===== src/assert_macros.svh =====
// Assertion shorthands for the RTL; rect_subtract_largest_piece.sv includes them.
`ifndef ASSERT_MACROS_SVH
`define ASSERT_MACROS_SVH

// The consequent must hold in the same cycle as the antecedent.
`define ASSERT_IMPLY(lbl, clk, rst_n, ante, cons, msg) \
	lbl: assert property (@(posedge clk) disable iff (!rst_n) (ante) |-> (cons)) \
		else $error(msg);

// The consequent must hold in the cycle after the antecedent.
`define ASSERT_NEXT(lbl, clk, rst_n, ante, cons, msg) \
	lbl: assert property (@(posedge clk) disable iff (!rst_n) (ante) |=> (cons)) \
		else $error(msg);

`endif


===== src/rsl_pkg.sv =====
package rsl_pkg;

	// Width of a coordinate as the datapath sees it; the ports stay 32 bits.
	localparam int COORD_BITS = 32;
	localparam int IO_BITS    = 32;
	localparam int DIFF_BITS  = COORD_BITS + 1;
	localparam int SPAN_BITS  = COORD_BITS - 1;
	localparam int PROD_BITS  = 2 * SPAN_BITS;

	typedef logic signed [IO_BITS-1:0]    io_t;
	typedef logic signed [COORD_BITS-1:0] coord_t;
	typedef logic signed [DIFF_BITS-1:0]  diff_t;
	typedef logic [SPAN_BITS-1:0]         span_t;
	typedef logic [PROD_BITS-1:0]         prod_t;

	typedef struct packed {
		coord_t left;
		coord_t top;
		coord_t right;
		coord_t bottom;
	} rect_t;

	// Result of the geometry check on one rectangle pair.
	typedef struct packed {
		logic  pass;    // both non-empty and overlapping
		logic  none;    // B covers A: no strip left
		logic  single;  // exactly one strip left
		span_t aw;
		span_t ah;
		span_t nl;
		span_t nr;
		span_t nt;
		span_t nb;
	} geom_t;

	function automatic coord_t coord_in(io_t x);
		return coord_t'(x[COORD_BITS-1:0]);
	endfunction

	function automatic io_t coord_out(coord_t c);
		return IO_BITS'(c);
	endfunction

endpackage


===== src/rsl_geom.sv =====
module rsl_geom (
	input  rsl_pkg::rect_t a,
	input  rsl_pkg::rect_t b,
	output rsl_pkg::geom_t geom
);
	import rsl_pkg::*;

	coord_t al, at, ar, ab, bl, bt, br, bb;
	diff_t  wa, ha, wb, hb;
	diff_t  dl, dr, dt, db;
	logic   ne_a, ne_b, ov_x, ov_y;
	logic   gl, gr, gt, gb;
	coord_t max_l, min_r, max_t, min_b;

	assign al = a.left;
	assign at = a.top;
	assign ar = a.right;
	assign ab = a.bottom;
	assign bl = b.left;
	assign bt = b.top;
	assign br = b.right;
	assign bb = b.bottom;

	assign wa = DIFF_BITS'(ar) - DIFF_BITS'(al);
	assign ha = DIFF_BITS'(ab) - DIFF_BITS'(at);
	assign wb = DIFF_BITS'(br) - DIFF_BITS'(bl);
	assign hb = DIFF_BITS'(bb) - DIFF_BITS'(bt);

	// A usable extent is positive and below half the coordinate range, so its
	// top two bits are clear and the rest is not zero.
	assign ne_a = (wa[DIFF_BITS-1 -: 2] == 2'b00) && (wa[SPAN_BITS-1:0] != '0) &&
		(ha[DIFF_BITS-1 -: 2] == 2'b00) && (ha[SPAN_BITS-1:0] != '0);
	assign ne_b = (wb[DIFF_BITS-1 -: 2] == 2'b00) && (wb[SPAN_BITS-1:0] != '0) &&
		(hb[DIFF_BITS-1 -: 2] == 2'b00) && (hb[SPAN_BITS-1:0] != '0);

	assign max_l = (al > bl) ? al : bl;
	assign min_r = (ar < br) ? ar : br;
	assign max_t = (at > bt) ? at : bt;
	assign min_b = (ab < bb) ? ab : bb;
	assign ov_x  = max_l < min_r;
	assign ov_y  = max_t < min_b;

	assign gl = bl > al;
	assign gr = ar > br;
	assign gt = bt > at;
	assign gb = ab > bb;

	assign dl = DIFF_BITS'(bl) - DIFF_BITS'(al);
	assign dr = DIFF_BITS'(ar) - DIFF_BITS'(br);
	assign dt = DIFF_BITS'(bt) - DIFF_BITS'(at);
	assign db = DIFF_BITS'(ab) - DIFF_BITS'(bb);

	always_comb begin
		geom.pass   = ne_a && ne_b && ov_x && ov_y;
		geom.none   = !(gl || gr || gt || gb);
		geom.single = $onehot({gl, gr, gt, gb});
		geom.aw     = wa[SPAN_BITS-1:0];
		geom.ah     = ha[SPAN_BITS-1:0];
		geom.nl     = gl ? dl[SPAN_BITS-1:0] : '0;
		geom.nr     = gr ? dr[SPAN_BITS-1:0] : '0;
		geom.nt     = gt ? dt[SPAN_BITS-1:0] : '0;
		geom.nb     = gb ? db[SPAN_BITS-1:0] : '0;
	end

endmodule


===== config.mk =====
export PLATFORM = sky130hd
export DESIGN_NAME = rsl_geom
export DESIGN_NICKNAME = d
export VERILOG_FILES = /design/src/assert_macros.svh /design/src/rsl_pkg.sv /design/src/rsl_geom.sv
export SDC_FILE = /design/constraint.sdc
export NUM_CORES = 1
export LEC_CHECK = 0
export BUFFER_PORTS_ARGS = -buffer_cell sky130_fd_sc_hd__buf_2
export CAP_MARGIN = 20
export CORE_MARGIN = 3
export CORE_UTILIZATION = 61
export DETAILED_ROUTE_END_ITERATION = 6
export PLACE_DENSITY = 0.88
export SYNTH_ARGS = -nofsm -noshare
export SYNTH_HDL_FRONTEND = slang
export SYNTH_SLANG_ARGS = --single-unit

===== constraint.sdc =====
create_clock -name vclk -period 11.5
set_input_delay 1.15 -clock vclk [all_inputs]
set_output_delay 1.15 -clock vclk [all_outputs]
set_load 0.02 [all_outputs]

==> results of run 1 <==
-- worst max path at each step --
stage,startpoint,end,slack (ps)
2_1_floorplan,b[13],geom[188],4280
3_3_place_gp,b[13],geom[188],2960
3_5_place_dp,b[13],geom[188],2780
4_1_cts,b[13],geom[188],2770
5_1_grt,a[32],geom[188],2470
6_report,a[32],geom[188],2910
-- stage by stage --
stage	total power, µW	hold slack, ps
floorplan	1060	2490
global placement	1500	2770
detailed placement	1540	2780
CTS	1540	2780
global route	1710	2800
finish	1600	2780
-- kinds of logic after synthesis --
kind of cell	count (synthesis)
AO/OA/AOI/OAI	827
XOR/XNOR	148
adder cells (fa/ha/maj)	330
multiplexers	56
AND/OR/NAND/NOR	908
buffers and inverters	334
-- cells in the mapped netlist (46+ instances only) --
library cell,number,area share
a21o_1,83,0.036
a21oi_1,238,0.070
clkbuf_1,46,0.010
ha_1,321,0.23
inv_1,276,0.061
mux2i_1,52,0.030
nand2_1,194,0.043
nand3_1,51,0.015
nor2_1,298,0.065
nor3_1,81,0.024
o21a_1,50,0.022
o21ai_0,173,0.051
xnor2_1,87,0.045
xor2_1,61,0.031
-- layer usage --
metal	up-vias	GRT usage	part of all wire
met5	-	0	0.00059
met4	6	0.176	0.055
met3	294	0.0966	0.14
met2	1647	0.694	0.41
met1	10300	0.609	0.39
li1	10300	-	-
-- power by group through the flow --
| stage | clock network, µW | logic, µW | registers [µW] |
|---|---|---|---|
| after floorplan | 0 | 1060 | 0 |
| after global placement | 0 | 1500 | 0 |
| after detailed placement | 0 | 1540 | 0 |
| after CTS | 0 | 1540 | 0 |
| after global routing | 0.000116 | 1710 | 0 |
| final | 0.000152 | 1600 | 0 |
-- cell type report --
type                       count  area [µm²]
timing repair buffer         453        2290
inverter                     276        1040
multi-input combinational   2269       15900
tap                          372         465
fill                        2424        7530
antenna                       13        32.5
==> qor.yml, run 1 <==
combinationalPowerShare: 1.000
n_sequential_cell: 0
yosysSeqAreaShare: 0
place_area_um2: 19700
final_cell_area_um2: 19700
route.antenna.remaining_nets: 0
dieHeight_um: 174
cell_internal_pwr_uw: 578
cp_data_required_time_ps: 10350
final_min_period_over_clock_period: 0.747
post_layout_utilization_of_the_core: 0.724
grt_start_max_net_pins: 65
worstHoldEndpoint: "geom[0]"
die_area_um2: 30100
synthesis.area_per_instance_um2: 6.58
detailroute.via_count: 22500
start_kind: "input pin"
ir_drop_v: 0.0000743
crit_family: "compound AO/OA/AOI/OAI gates"
firstDrtPassIters: 7
share_of_synthesized_area_spent_on_multiplexers: 0.0330
cp.arrival_ps: 7440
clock_buffers: 0
worstHoldPathCells: 4
fmax_ghz: 0.116
top_level_ports: 445
maxSlewHeadroom: 0.122
start_util: 0.628
number_of_max_capacitance_violations_reported: 0
final.setup.worst_slack_ps: 2910
cellLeakagePower_uw: 0.0105
hold_path_startpoint: "b[0]"
nets: 3586
postCtsHoldBufs: 0
crit_path_top_delay_cell: "a22oi_2"
period_needed_ps: 8590
worstSetupPathDepth: 26
routed_via_density: 6.66
dpl.hpwl_um: 63700
initial_antenna_violation_count: 12
drt-initial-drc-count: 3258
layoutNonFillerInstCount: 3383
cts_repair_resize_count: 0
gr_ovfl_total: 0
setup.worst_path.end_class: "output pin"
worst_slew_pin_slew_ps: 1320
holdCritPathClass: "input pin to output pin"
post_synthesis_compound_gate_area_fraction: 0.316
synth-warning-count: 0
synthXorXnorAreaFrac: 0.0757
leading_cell_types_in_the_layout_fill_and_taps_excluded: "buf_2, ha_1, nor2_1, inv_1, a21oi_1"
area_delta_synth_final_pct: 15.2
postSynthNetCount: 3189
clock_power_share: 0
grt_pass1_vias: 20200
grt_pass1_wl_um: 110000
final_common_cell: "buf_2"
yosys.area_share.simple: 0.257
crit_type: "input pin to output pin"
die_width_um: 174
postRouteWirelength_um: 73400
sw_frac_of_total: 0.638
power_density_nw_per_um2: 81.0
finalMaxSlewViolations: 0
portBuffers: 445
synth_fa_ha_area_frac: 0.245
sum_of_negative_setup_slack_ps: 0
post_synth_inst_count: 2603
grt_setup_unrepaired: "false"
cts_setup_buffers: 0
worstPathBufferInverterCount: 5
final_hold_viol_count: 0
layout.area.seq_um2: 0
max_stage_delay_ps: 1010
largest_family_of_logic_cells_by_synthesized_area: "compound AO/OA/AOI/OAI gates"
share_of_total_power_in_sequential_cells: 0
coreArea_um2: 27300
place_inst: 3369
final-setup-viol-count: 0
placement_rows: 60
gpl.final_weighted_congestion: 1.15
drc: 0
detail_route.wl_per_cell_um: 21.7
pre_cts_ws_ps: 2780
post_synth_instance_area_um2: 17100
final_layout_size_suffix_gt1_frac: 0.164
yosys.cell_types.count: 83
groute.usage.overall: 0.449
p_sw_uw: 1020
outcome: "finished clean"
crit_path_max_fanout: 19
(Power assumes the default switching activity.)
==> run 2: changes to the inputs <==
--- a/config.mk
+++ b/config.mk
@@ -8,9 +8,9 @@
 export BUFFER_PORTS_ARGS = -buffer_cell sky130_fd_sc_hd__buf_2
 export CAP_MARGIN = 20
 export CORE_MARGIN = 3
-export CORE_UTILIZATION = 61
+export CORE_UTILIZATION = 57
 export DETAILED_ROUTE_END_ITERATION = 6
-export PLACE_DENSITY = 0.88
+export PLACE_DENSITY = 0.83
 export SYNTH_ARGS = -nofsm -noshare
 export SYNTH_HDL_FRONTEND = slang
 export SYNTH_SLANG_ARGS = --single-unit
==> constraint.sdc (replaced) <==
create_clock -name vclk -period 8.9
set_input_delay 0.89 -clock vclk [all_inputs]
set_output_delay 0.89 -clock vclk [all_outputs]
set_load 0.02 [all_outputs]
==> run 2 against run 1 <==
Effect of this change: clock-buffer cell count is the same; combinational power rose by 31%; highest routed layer unchanged; final cell count rose by 0.50%; critical endpoint unchanged; flip-flop and latch count unchanged; largest cell class unchanged; sequential share of layout area is the same.
==> qor.yml, run 2 (same netlist as run 1, synthesis figures left out) <==
cp_data_required_time_ps: 8010
hold_path_startpoint: "a[96]"
route.antenna.remaining_nets: 0
holdCritPathClass: "input pin to output pin"
leading_cell_types_in_the_layout_fill_and_taps_excluded: "buf_2, ha_1, nor2_1, inv_1, a21oi_1"
fill_cells: 2683
worst_slew_pin_slew_ps: 1220
detailroute.via_count: 22500
worstHoldPathCells: 4
number_of_max_capacitance_violations_reported: 0
final_common_cell: "buf_2"
grt_pass1_vias: 20300
power_density_nw_per_um2: 105
clock_buffers: 0
grt_setup_unrepaired: "false"
cellLeakagePower_uw: 0.0105
layoutNonFillerInstCount: 3400
worstHoldEndpoint: "geom[155]"
grt_start_max_net_pins: 36
start_util: 0.587
sum_of_negative_setup_slack_ps: 0
portBuffers: 445
final-setup-viol-count: 0
pre_cts_ws_ps: 1080
top_level_ports: 445
place_inst: 3389
grt_pass1_wl_um: 112000
cts_setup_buffers: 0
drc: 0
detail_route.wl_per_cell_um: 22.5
multiInputGateArea_um2: 15900
groute.usage.overall: 0.444
initial_antenna_violation_count: 14
gpl.final_weighted_congestion: 1.14
nets: 3593
period_needed_ps: 8040
firstDrtPassIters: 7
final_min_period_over_clock_period: 0.904
area_delta_synth_final_pct: 15.6
start_kind: "input pin"
n_sequential_cell: 0
die_area_um2: 32100
cts_repair_resize_count: 0
dpl.hpwl_um: 66200
crit_type: "input pin to output pin"
final_layout_size_suffix_gt1_frac: 0.166
final.setup.worst_slack_ps: 857
holdWs_ps: 2250
maxSlewHeadroom: 0.164
coreArea_um2: 29200
cp.arrival_ps: 7150
postCtsHoldBufs: 0
crit_path_top_delay_cell: "a211oi_4"
crit_path_max_fanout: 20
routed_via_density: 6.61
finalMaxSlewViolations: 0
max_stage_delay_ps: 690
dieHeight_um: 179
die_width_um: 179
placement_rows: 62
ir_drop_v: 0.000109
outcome: "finished clean"
setup.worst_path.end_class: "output pin"
drt-initial-drc-count: 3461
postRouteWirelength_um: 76500
layout.area.seq_um2: 0
gr_ovfl_total: 0
fmax_ghz: 0.124
crit_top_cell: "nor2_1"
post_layout_utilization_of_the_core: 0.678
final_hold_viol_count: 0
-- run 2: how the worst max path moves through the flow --
stage                     start   endpoint  slack (ps)  cells after the start
after floorplan           b[13]  geom[188]        2200                     25
after global placement    b[96]  geom[188]        1220                     26
after detailed placement  b[96]  geom[188]        1080                     25
after CTS                 b[96]  geom[188]        1060                     25
after global routing      b[96]  geom[188]         530                     26
final                     b[96]  geom[188]         860                     25
-- run 2: cell type report --
cell class,count,share of cell area
multi-input combinational,2269,0.804
timing repair buffer,460,0.118
inverter,276,0.0524
tap,384,0.0243
antenna,11,0.00139
-- run 2: routing by layer --
metal  vias to the layer above  track usage  routed length [µm]
li1                      10300            -                   -
met1                     10200        0.607               30100
met2                      1713        0.662               31000
met3                       271        0.112               11400
met4                         8        0.179                3870
met5                         -       0.0192                 121
-- run 2: worst max-delay path, delay by kind of cell --
family                     cells  cell delay, ps
AOI/OAI and AO/OA             12            3910
adders and majority gates      3             910
buffers and inverters          5             680
and+or+nand+nor                5             760
-- run 2: through the flow --
| stage | area (µm²) | total power [µW] |
|---|---|---|
| CTS | 19800 | 2010 |
| detailed placement | 19800 | 2000 |
| global placement | 19800 | 1960 |
| global route | 19800 | 2230 |
| floorplan | 17100 | 1360 |
| finish | 19800 | 2090 |
-- run 2: where the power goes --
| group | total [µW] | switching (µW) | internal (µW) |
|---|---|---|---|
| sequential | 0 | 0 | 0 |
| clock | 0.000166 | 0 | 0.000166 |
| combinational | 2090 | 1330 | 753 |
| total | 2090 | 1330 | 753 |
